==> config.mk <==
export PLATFORM = sky130hd
export DESIGN_NAME = gf2_poly64_primitivity_test_unit
export DESIGN_NICKNAME = d
export VERILOG_FILES = /design/src/rtl/gf2pt_pkg.sv /design/src/rtl/gf2pt_mul.sv /design/src/rtl/gf2_poly64_primitivity_test_unit.sv
export SDC_FILE = /design/constraint.sdc
export NUM_CORES = 2
export LEC_CHECK = 0
export CAP_MARGIN = 20
export CELL_PAD_IN_SITES_DETAIL_PLACEMENT = 1
export CELL_PAD_IN_SITES_GLOBAL_PLACEMENT = 1
export CORE_ASPECT_RATIO = 0.75
export CORE_MARGIN = 5
export CORE_UTILIZATION = 50
export CTS_CLUSTER_DIAMETER = 60
export DETAILED_ROUTE_END_ITERATION = 12
export DONT_BUFFER_PORTS = 1
export MAX_ROUTING_LAYER = met4
export PLACE_DENSITY = 0.82
export SLEW_MARGIN = 15
export SYNTH_ARGS = -nofsm -noshare
export SYNTH_HDL_FRONTEND = slang
export SYNTH_HIERARCHICAL = 1
export SYNTH_SLANG_ARGS = --single-unit
==> constraint.sdc <==
create_clock -name i_clk -period 12.7 [get_ports i_clk]
set_input_delay 2.54 -clock i_clk [delete_from_list [all_inputs] [get_ports i_clk]]
set_output_delay 2.54 -clock i_clk [all_outputs]
set_load 0.01 [all_outputs]
==> src/rtl/gf2pt_pkg.sv <==
// shared types, constants and helpers for the gf2 degree-64 primitivity test unit
`default_nettype none

package gf2pt_pkg;

    localparam int WORD_W     = 64;
    localparam int DIGIT_W_DEF = 8;
    localparam int NUM_Q      = 7;
    localparam int Q_IDX_W    = 3;
    localparam int BIT_IDX_W  = 6;
    localparam int K_W        = 7;

    localparam logic [1:0] VERDICT_REDUCIBLE   = 2'd0;
    localparam logic [1:0] VERDICT_IRREDUCIBLE = 2'd1;
    localparam logic [1:0] VERDICT_PRIMITIVE   = 2'd2;

    localparam logic [WORD_W-1:0] POLY_ONE = 64'h0000_0000_0000_0001;
    localparam logic [WORD_W-1:0] POLY_X   = 64'h0000_0000_0000_0002;
    localparam logic [K_W-1:0]    K_LAST   = 7'd64;
    localparam logic [Q_IDX_W-1:0] Q_LAST  = 3'd6;

    typedef enum logic [2:0] {
        ST_IDLE,
        ST_IRR_GO,
        ST_IRR_WAIT,
        ST_POW_SQ,
        ST_POW_SQ_WAIT,
        ST_POW_X,
        ST_DONE
    } t_state;

    // multiply by x and fold the x^64 term back in with the tail
    function automatic logic [WORD_W-1:0] gf_mulx(input logic [WORD_W-1:0] v,
                                                  input logic [WORD_W-1:0] tail);
        gf_mulx = {v[WORD_W-2:0], 1'b0} ^ (v[WORD_W-1] ? tail : '0);
    endfunction

    // (2^64-1)/q for the seven prime factors of 2^64-1
    function automatic logic [WORD_W-1:0] pow_exp(input logic [Q_IDX_W-1:0] idx);
        case (idx)
            3'd0:    pow_exp = 64'h5555_5555_5555_5555;
            3'd1:    pow_exp = 64'h3333_3333_3333_3333;
            3'd2:    pow_exp = 64'h0F0F_0F0F_0F0F_0F0F;
            3'd3:    pow_exp = 64'h00FF_00FF_00FF_00FF;
            3'd4:    pow_exp = 64'h0066_3D80_FF99_C27F;
            3'd5:    pow_exp = 64'h0000_FFFF_0000_FFFF;
            3'd6:    pow_exp = 64'h0000_0280_FFFF_FD7F;
            default: pow_exp = '0;
        endcase
    endfunction

endpackage

`default_nettype wire

==> src/rtl/gf2pt_mul.sv <==
// digit-serial modular multiplier over gf(2)[x]/(x^64 + tail)
`default_nettype none

module gf2pt_mul #(
    parameter int DIGIT_W = gf2pt_pkg::DIGIT_W_DEF
) (
    input  wire logic                          i_clk,
    input  wire logic                          i_rst_n,
    input  wire logic                          i_start,
    input  wire logic [gf2pt_pkg::WORD_W-1:0]  i_a,
    input  wire logic [gf2pt_pkg::WORD_W-1:0]  i_b,
    input  wire logic [gf2pt_pkg::WORD_W-1:0]  i_tail,
    output logic                               o_done,
    output logic [gf2pt_pkg::WORD_W-1:0]       o_result
);
    import gf2pt_pkg::*;

    localparam int STEPS = WORD_W / DIGIT_W;
    localparam int CNT_W = (STEPS > 1) ? $clog2(STEPS) : 1;

    logic              r_run;
    logic              r_done;
    logic [CNT_W-1:0]  r_cnt;
    logic [WORD_W-1:0] r_acc;
    logic [WORD_W-1:0] r_a;
    logic [WORD_W-1:0] r_b;
    logic [WORD_W-1:0] r_tail;
    logic [WORD_W-1:0] n_acc;

    // msb-first horner step over one digit of b
    always_comb begin
        n_acc = r_acc;
        for (int j = 0; j < DIGIT_W; j++) begin
            n_acc = gf_mulx(n_acc, r_tail) ^ (r_b[WORD_W-1-j] ? r_a : '0);
        end
    end

    always_ff @(posedge i_clk) begin
        if (!i_rst_n) begin
            r_run  <= 1'b0;
            r_done <= 1'b0;
            r_cnt  <= '0;
        end else begin
            r_done <= 1'b0;
            if (i_start) begin
                r_run <= 1'b1;
                r_cnt <= '0;
            end else if (r_run) begin
                r_cnt <= r_cnt + CNT_W'(1);
                if (r_cnt == CNT_W'(STEPS - 1)) begin
                    r_run  <= 1'b0;
                    r_done <= 1'b1;
                end
            end
        end
    end

    always_ff @(posedge i_clk) begin
        if (i_start) begin
            r_acc  <= '0;
            r_a    <= i_a;
            r_b    <= i_b;
            r_tail <= i_tail;
        end else if (r_run) begin
            r_acc <= n_acc;
            r_b   <= r_b << DIGIT_W;
        end
    end

    assign o_done   = r_done;
    assign o_result = r_acc;

endmodule

`default_nettype wire

==> src/rtl/gf2_poly64_primitivity_test_unit.sv <==
// top level: sequencer for irreducibility and primitivity checks over one shared multiplier
// each product runs in the multiplier between an issue state and the write-back of its result;
// the verdict strobe comes soonest at the earliest reducible exit, later after all 64 squarings
// and latest for a primitive candidate; one candidate at a time, start taken only while busy is
// low; the verdict strobe lasts one cycle and cannot be stalled; synchronous active-low reset
`default_nettype none

module gf2_poly64_primitivity_test_unit #(
    parameter int DIGIT_W = gf2pt_pkg::DIGIT_W_DEF
) (
    input  wire logic                          i_clk,
    input  wire logic                          i_rst_n,
    input  wire logic                          start,
    output logic                               busy,
    input  wire logic [gf2pt_pkg::WORD_W-1:0]  i_candidate_low,
    output logic                               o_valid,
    output logic [1:0]                         o_verdict
);
    import gf2pt_pkg::*;

    t_state                r_state;
    t_state                n_state;
    logic [WORD_W-1:0]     r_tail;
    logic [WORD_W-1:0]     r_v;
    logic [WORD_W-1:0]     n_v;
    logic [K_W-1:0]        r_k;
    logic [Q_IDX_W-1:0]    r_qi;
    logic [BIT_IDX_W-1:0]  r_bit;
    logic [1:0]            r_verdict;
    logic [1:0]            n_verdict;

    logic                  mul_start;
    logic                  mul_done;
    logic [WORD_W-1:0]     mul_result;
    logic [WORD_W-1:0]     exp_word;
    logic                  irr_fail;
    logic                  irr_pass;
    logic                  pow_last;

    gf2pt_mul #(
        .DIGIT_W (DIGIT_W)
    ) u_mul (
        .i_clk    (i_clk),
        .i_rst_n  (i_rst_n),
        .i_start  (mul_start),
        .i_a      (r_v),
        .i_b      (r_v),
        .i_tail   (r_tail),
        .o_done   (mul_done),
        .o_result (mul_result)
    );

    assign exp_word = pow_exp(r_qi);

    // x^(2^k) back at x for a proper divisor k of 64, or not at x after 64 squarings
    assign irr_fail = (r_k == K_LAST) ? (mul_result != POLY_X)
                                      : ($onehot(r_k) && (mul_result == POLY_X));
    assign irr_pass = (r_k == K_LAST) && (mul_result == POLY_X);

    // take the product in the wait states; in the power phase multiply by x only where the exponent bit is set
    always_comb begin
        n_v = r_v;
        case (r_state)
            ST_IRR_WAIT,
            ST_POW_SQ_WAIT: begin
                if (mul_done) begin
                    n_v = mul_result;
                end
            end
            ST_POW_X: begin
                if (exp_word[r_bit]) begin
                    n_v = gf_mulx(r_v, r_tail);
                end
            end
            default: begin
                n_v = r_v;
            end
        endcase
    end

    assign pow_last = (r_bit == '0);

    // next state
    always_comb begin
        n_state   = r_state;
        n_verdict = r_verdict;
        case (r_state)
            ST_IDLE: begin
                if (start) begin
                    n_state = ST_IRR_GO;
                end
            end
            ST_IRR_GO: begin
                n_state = ST_IRR_WAIT;
            end
            ST_IRR_WAIT: begin
                if (mul_done) begin
                    if (irr_fail) begin
                        n_verdict = VERDICT_REDUCIBLE;
                        n_state   = ST_DONE;
                    end else if (irr_pass) begin
                        n_state = ST_POW_SQ;
                    end else begin
                        n_state = ST_IRR_GO;
                    end
                end
            end
            ST_POW_SQ: begin
                // squaring one gives one
                if (r_v == POLY_ONE) begin
                    n_state = ST_POW_X;
                end else begin
                    n_state = ST_POW_SQ_WAIT;
                end
            end
            ST_POW_SQ_WAIT: begin
                if (mul_done) begin
                    n_state = ST_POW_X;
                end
            end
            ST_POW_X: begin
                if (pow_last) begin
                    if (n_v == POLY_ONE) begin
                        n_verdict = VERDICT_IRREDUCIBLE;
                        n_state   = ST_DONE;
                    end else if (r_qi == Q_LAST) begin
                        n_verdict = VERDICT_PRIMITIVE;
                        n_state   = ST_DONE;
                    end else begin
                        n_state = ST_POW_SQ;
                    end
                end else begin
                    n_state = ST_POW_SQ;
                end
            end
            ST_DONE: begin
                n_state = ST_IDLE;
            end
            default: begin
                n_state = ST_IDLE;
            end
        endcase
    end

    // outputs
    always_comb begin
        busy      = 1'b1;
        o_valid   = 1'b0;
        mul_start = 1'b0;
        case (r_state)
            ST_IDLE: begin
                busy = 1'b0;
            end
            ST_IRR_GO: begin
                mul_start = 1'b1;
            end
            ST_POW_SQ: begin
                mul_start = (r_v != POLY_ONE);
            end
            ST_DONE: begin
                o_valid = 1'b1;
            end
            default: begin
                busy = 1'b1;
            end
        endcase
    end

    assign o_verdict = r_verdict;

    always_ff @(posedge i_clk) begin
        if (!i_rst_n) begin
            r_state   <= ST_IDLE;
            r_verdict <= VERDICT_REDUCIBLE;
        end else begin
            r_state   <= n_state;
            r_verdict <= n_verdict;
        end
    end

    always_ff @(posedge i_clk) begin
        case (r_state)
            ST_IDLE: begin
                if (start) begin
                    r_tail <= i_candidate_low;
                    r_v    <= POLY_X;
                    r_k    <= K_W'(1);
                end
            end
            ST_IRR_WAIT: begin
                if (mul_done) begin
                    r_k <= r_k + K_W'(1);
                    if (irr_pass) begin
                        // start the first power from one
                        r_v   <= POLY_ONE;
                        r_qi  <= '0;
                        r_bit <= '1;
                    end else begin
                        r_v <= n_v;
                    end
                end
            end
            ST_POW_SQ_WAIT: begin
                r_v <= n_v;
            end
            ST_POW_X: begin
                if (pow_last) begin
                    r_v   <= POLY_ONE;
                    r_qi  <= r_qi + Q_IDX_W'(1);
                    r_bit <= '1;
                end else begin
                    r_v   <= n_v;
                    r_bit <= r_bit - BIT_IDX_W'(1);
                end
            end
            default: begin
                r_v <= r_v;
            end
        endcase
    end

endmodule

`default_nettype wire

# Yosys cells after proc, flatten, opt, wreduce, memory -nomap -nowiden

Index checks and enable logic that the tools add are counted.

Add/sub/neg operators: 10
Order comparisons: 1
Equal/unequal tests: 27
Mux-type cells: 65
Bitwise operators: 19
Reduce and logical (&&, ||, !) cells: 19

Operators with widths:

| cell                                                                      | count |
|---|---|
| 64-bit two-way mux                                                        | 25 |
| 64-bit XOR                                                                | 17 |
| 63-bit case mux with 7 select lines                                       | 1 |
| 64-bit case mux with 4 select lines                                       | 1 |
| 64-bit by 1-bit == test with 1-bit output (second input constant)         | 2 |
| 64-bit case mux with 2 select lines                                       | 1 |
| 64-bit by 2-bit == test with 1-bit output (second input constant)         | 1 |
| 64-bit by 1-bit inequality test with 1-bit output (second input constant) | 1 |
| 64-bit by 2-bit inequality test with 1-bit output (second input constant) | 1 |
| 3-bit two-way mux                                                         | 10 |
| 3-bit == test (second input constant)                                     | 7 |
| 6-bit two-way mux                                                         | 3 |
| 3-bit case mux with 6 select lines                                        | 1 |
| 7-bit two-way mux                                                         | 2 |
| 7-bit case mux with 2 select lines                                        | 1 |
| 3-bit by 2-bit == test with 1-bit output (second input constant)          | 4 |
| 2-bit two-way mux                                                         | 6 |
| 6-bit case mux with 2 select lines                                        | 1 |
| 3-bit AND reduction                                                       | 4 |
| 3-bit by 1-bit == test with 1-bit output (second input constant)          | 3 |
| 1-bit two-way mux                                                         | 9 |
| 2-bit inequality test (second input constant)                             | 4 |
| 7-bit by 1-bit adder with 7-bit output (second input constant)            | 1 |
| 7-bit == test (second input constant)                                     | 1 |
| other kinds (24)                                                          | 34 |

Register bits: 410
Input bits: 67
Output and inout bits: 4
Logic and storage cells: 155

# Longest topological paths before layout

Depth in word-level cells: 24
Gate-level depth with buffers: 19

# Hierarchy

Netlist, hierarchy kept.

By module, submodules not included:

| module                           | times used | cells an instance | area an instance (um2) | seq. area each (um2) |
|---|---|---|---|---|
| gf2pt_mul                        | 1          | 3,068             | 24,146.9               | 7,146.9 |
| gf2_poly64_primitivity_test_unit | 1          | 1,273             | 11,514.8               | 4,424.2 |

# Worst setup path after synthesis

No wires, ideal clock.

Path kind: register to register
Start point: register r_v[63]
End point: register u_mul.r_b[0], enable pin
Library setup time: 419 ps
Arrival time: 9,412 ps
Data required time: 12,281 ps
Path slack: 2,869 ps
Cell stages (with the launch flop): 14
Path buffers: 6
Cell sequence: edfxtp_1 > clkbuf_1 > clkbuf_1 > buf_1 > clkbuf_1 > nor4b_1 > nand4_1 > nor3_1 > nand4_1 > nor2b_1 > clkbuf_1 > nor2_1 > clkbuf_1 > inv_1

Longest elaborated chain between the ends: 3

Ends and longest elaborated chain:

| element                                           | line                                    | source |
|---|---|---|
| start, declared                                   | gf2_poly64_primitivity_test_unit.sv:24  | `logic [WORD_W-1:0] r_v;` |
| start signal, assigned                            | gf2_poly64_primitivity_test_unit.sv:199 | `r_v <= n_v;` |
| start signal, assigned                            | gf2_poly64_primitivity_test_unit.sv:204 | `r_v <= n_v;` |
| start signal, assigned                            | gf2_poly64_primitivity_test_unit.sv:212 | `r_v <= n_v;` |
| 64-bit by 1-bit inequality test with 1-bit output | gf2_poly64_primitivity_test_unit.sv:158 | `mul_start = (r_v != POLY_ONE);` |
| 1-bit case mux with 2 select lines                | gf2_poly64_primitivity_test_unit.sv:150 | `case (r_state)` |
| net mul_start                                     | gf2_poly64_primitivity_test_unit.sv:32  | `logic mul_start;` |
| 2-bit nonzero test (no line)                      | n/a                                     |  |
| end signal, assigned                              | gf2pt_mul.sv:62                         | `r_b <= i_b;` |
| end signal, assigned                              | gf2pt_mul.sv:66                         | `r_b <= r_b << DIGIT_W;` |
| end, declared                                     | gf2pt_mul.sv:26                         | `logic [WORD_W-1:0] r_b;` |

The timed path passes the listed nets, and every way through them passes these cells.
A chain may end at the register's enable or synchronous reset.

# Worst setup path after layout

Start point: register u_mul.r_tail[63]
End point: register u_mul.r_acc[42], in the netlist u_mul/o_result[42]

Longest elaborated chain between the ends: 24

Ends and longest elaborated chain:

| element                | line            | source |
|---|---|---|
| start, declared        | gf2pt_mul.sv:27 | `logic [WORD_W-1:0] r_tail;` |
| start signal, assigned | gf2pt_mul.sv:63 | `r_tail <= i_tail;` |
| 64-bit two-way mux     | gf2pt_pkg.sv:35 | `gf_mulx = {v[WORD_W-2:0], 1'b0} ^ (v[WORD_W-1] ? tail : '0);` |
| 64-bit XOR             | gf2pt_pkg.sv:35 |  |
| 64-bit XOR             | gf2pt_mul.sv:34 | `n_acc = gf_mulx(n_acc, r_tail) ^ (r_b[WORD_W-1-j] ? r_a : '0);` |
| 64-bit two-way mux     | gf2pt_pkg.sv:35 |  |
| 64-bit XOR             | gf2pt_pkg.sv:35 |  |
| 64-bit XOR             | gf2pt_mul.sv:34 |  |
| 64-bit two-way mux     | gf2pt_pkg.sv:35 |  |
| 64-bit XOR             | gf2pt_pkg.sv:35 |  |
| (+8 left out)          | n/a             |  |
| 64-bit XOR             | gf2pt_pkg.sv:35 |  |
| 64-bit XOR             | gf2pt_mul.sv:34 |  |
| 64-bit two-way mux     | gf2pt_pkg.sv:35 |  |
| 64-bit XOR (*)         | gf2pt_pkg.sv:35 |  |
| 64-bit XOR (*)         | gf2pt_mul.sv:34 |  |
| 64-bit two-way mux     | gf2pt_pkg.sv:35 |  |
| 64-bit XOR (*)         | gf2pt_pkg.sv:35 |  |
| 64-bit XOR (*)         | gf2pt_mul.sv:34 |  |
| end signal, assigned   | gf2pt_mul.sv:65 | `r_acc <= n_acc;` |
| end, declared          | gf2pt_mul.sv:24 | `logic [WORD_W-1:0] r_acc;` |

Every way passes the cells marked *; elsewhere a longest branch is shown, timed or not.

==> metrics <==
CP startpoint=u_mul/r_tail[63]; vias in the first global route=32500; drt first pass iters=6; Yosys reg bits=410; RSZ-0062 raised after global routing=false; Area Growth Syn to Fin=5.69%; hpwl dp=94100 microns; status=finished clean; # resized after CTS=0; Port Buffers=0; routability cong.=1.01; Final Critical Period=7440 ps; num rows=84; GRT Residual Overflow=0; CTS Sinks=410; most numerous cell in the Yosys netlist=nand2_1; CORE AREA=70400 sq um; Worst slew margin=0.232; hold crit path type=flip-flop to flip-flop; Worst R2R Start=u_mul/r_tail[63]; Avg Inst Size Synth=8.22 sq um; antenna violations before repair=1; Worst-Margin Slew=1150 ps; WL final=142000 microns; Post-Syn Instances=4341; Max-Cap Viols=0; wire per inst=28.1 microns; CTS Buf Count=51; synthesized cell area=35700 sq um; Fmax=134 MHz; Setup-failing EPs final=0; storage element area=11600 sq um; Post-CTS Setup Inserts=0; area fraction of the dominant cell type after synthesis=0.283; most common flop cell mapped by yosys=edfxtp_1; Yosys top cell by area=edfxtp_1; Synth Net Count=4424; Yosys cell types=92; Hold Vio Cnt, Final=0; YS warnings=6; worst skew pair latency=660 ps; die area=76800 sq um; Tot GR Track Use=0.368; chip height=241 microns; I/O pin cnt=71; Post-synth EDFFs=336; top cells by area, synth=edfxtp_1, xnor2_1, nand2_1; fin crit share=0.585; 1st-iter DRT viols=4498; initial core utilization=0.506; Startpoint Class=flip-flop; die width=318 microns; critical path fanouts, max=64; area of the multi-input gates=22500 sq um; data required time at the worst endpoint=13170 ps; Commonest cells post-synth=nand2_1, xnor2_1, edfxtp_1; share of cells above drive strength 1=0.0660; root buffer cell=clkbuf_16; worst hold start=r_tail[27]; vias per cell=6.52; Setup CP Type=flip-flop to flip-flop; Clock Tree Buf Depth=3; # nets final=4146; via count=33000; max-slew violation count=0; remaining antenna violation count=0; Fillers=8389; CTS tree=done; largest net degree at the start of global routing=165; hold_buf cts=0; DRC viols=0; clk_skew=37.1 ps; CP arrival=7910 ps; first-pass GRT wire length=211000 microns; htree depth=2; register area share after synthesis=0.324; CP endpoint kind=flip-flop; sum of negative setup slack=0 ps; post-synthesis async set-or-reset flop share=0; clk slew on worst S/H paths=60 ps
## state kept, by name, indices dropped and copies added (netlist names), 3 cells and up
register	flops
r_tail	64
u_mul/o_result	64
u_mul/r_cnt	3
r_v	64
u_mul/r_b	64
u_mul/r_tail	64
u_mul/r_a	64
r_qi	3
r_bit	6
r_state	3
r_k	7
## worst paths after layout
check | endpoint | slack [ps] | depth (start not counted)
worst max-delay path | u_mul/o_result[42] | 5260 | 16
worst min register to register | u_mul/r_tail[27] | 450 | 0
worst max register to register | u_mul/o_result[42] | 5260 | 16
worst min-delay path | u_mul/r_tail[27] | 450 | 0
## metrics by stage
| stage | utilization | hold WS (ps) | area (sq um) | instances | setup WS [ps] |
|---|---|---|---|---|---|
| floorplan | - | 426 | 35700 | 4341 | 2870 |
| global placement | 0.510 | 435 | 35900 | 4953 | 5870 |
| detailed placement | 0.510 | 435 | 35900 | 4956 | 5620 |
| CTS | 0.535 | 452 | 37700 | 5052 | 5490 |
| global route | 0.535 | 468 | 37700 | 5052 | 5030 |
| finish | 0.535 | 450 | 37700 | 5055 | 5260 |
## worst max-delay path: stages, from the launching register on
cell	delay [ps]
edfxtp_1	320
buf_4	610
nand2_1	160
xnor3_2	650
buf_4	700
nand2_1	290
xnor2_4	380
xor2_4	920
buf_4	630
nand2_1	150
xnor2_1	180
xnor2_1	380
or4_4	930
nand3_1	270
xnor2_1	300
xnor2_1	140
o21ai_0	80
## cell usage in the layout (no fill, tap or decap), drive strengths merged, types with 6 or more instances in the layout
| master | count |
|---|---|
| o211ai | 17 |
| edfxtp | 336 |
| xnor2 | 808 |
| nand2b | 20 |
| nand4 | 16 |
| nand2 | 1173 |
| o21a | 65 |
| mux2i | 84 |
| inv | 49 |
| nor4 | 41 |
| ha | 12 |
| a21oi | 115 |
| and2 | 16 |
| a21o | 7 |
| a311oi | 64 |
| o32ai | 8 |
| a211oi | 19 |
| nor2b | 16 |
| a221oi | 39 |
| or3 | 28 |
| a31o | 9 |
| nor2 | 155 |
| o22ai | 27 |
| nand3 | 83 |
| a31oi | 12 |
| o21bai | 9 |
| o21ai | 211 |
| xnor3 | 10 |
| xor2 | 204 |
| o221ai | 11 |
| buf | 65 |
| clkinv | 20 |
| a22oi | 6 |
| dfxtp | 74 |
| o31ai | 16 |
| mux2 | 67 |
| nor3 | 47 |
| clkbuf | 59 |
## per-layer routing
layer,global-route usage,routed length [microns],part of all wire
met3,0.114,19700,0.14
met4,0.131,5730,0.040
met5,-,0,0
met1,0.495,57800,0.41
met2,0.525,58900,0.41
## cell families (layout without fill, tap and decap cells)
kind of cell | Yosys count | in the layout | share of synthesized area
buffers and inverters | 434 | 199 | 0.0477
adder cells (fa/ha/maj) | 16 | 16 | 0.00646
AND/OR/NAND/NOR | 1625 | 1625 | 0.190
XOR/XNOR | 1023 | 1023 | 0.258
other | 0 | 3 | 0
multiplexers | 151 | 151 | 0.0447
AO/OA/AOI/OAI | 682 | 682 | 0.130
flip-flops | 410 | 410 | 0.324
## layout make-up
type	count	share of cell area
clock buffers	59	0.0369
multi-input cells	3497	0.598
inverters	38	0.00378
clock inverters	37	0.00923
diodes	3	0.000199
flip-flops and latches	410	0.307
well taps	946	0.0314
repair buffers	65	0.0138
Power is not shown: default switching activity piles up to over one toggle a cycle in this logic, so the estimate is an artifact.
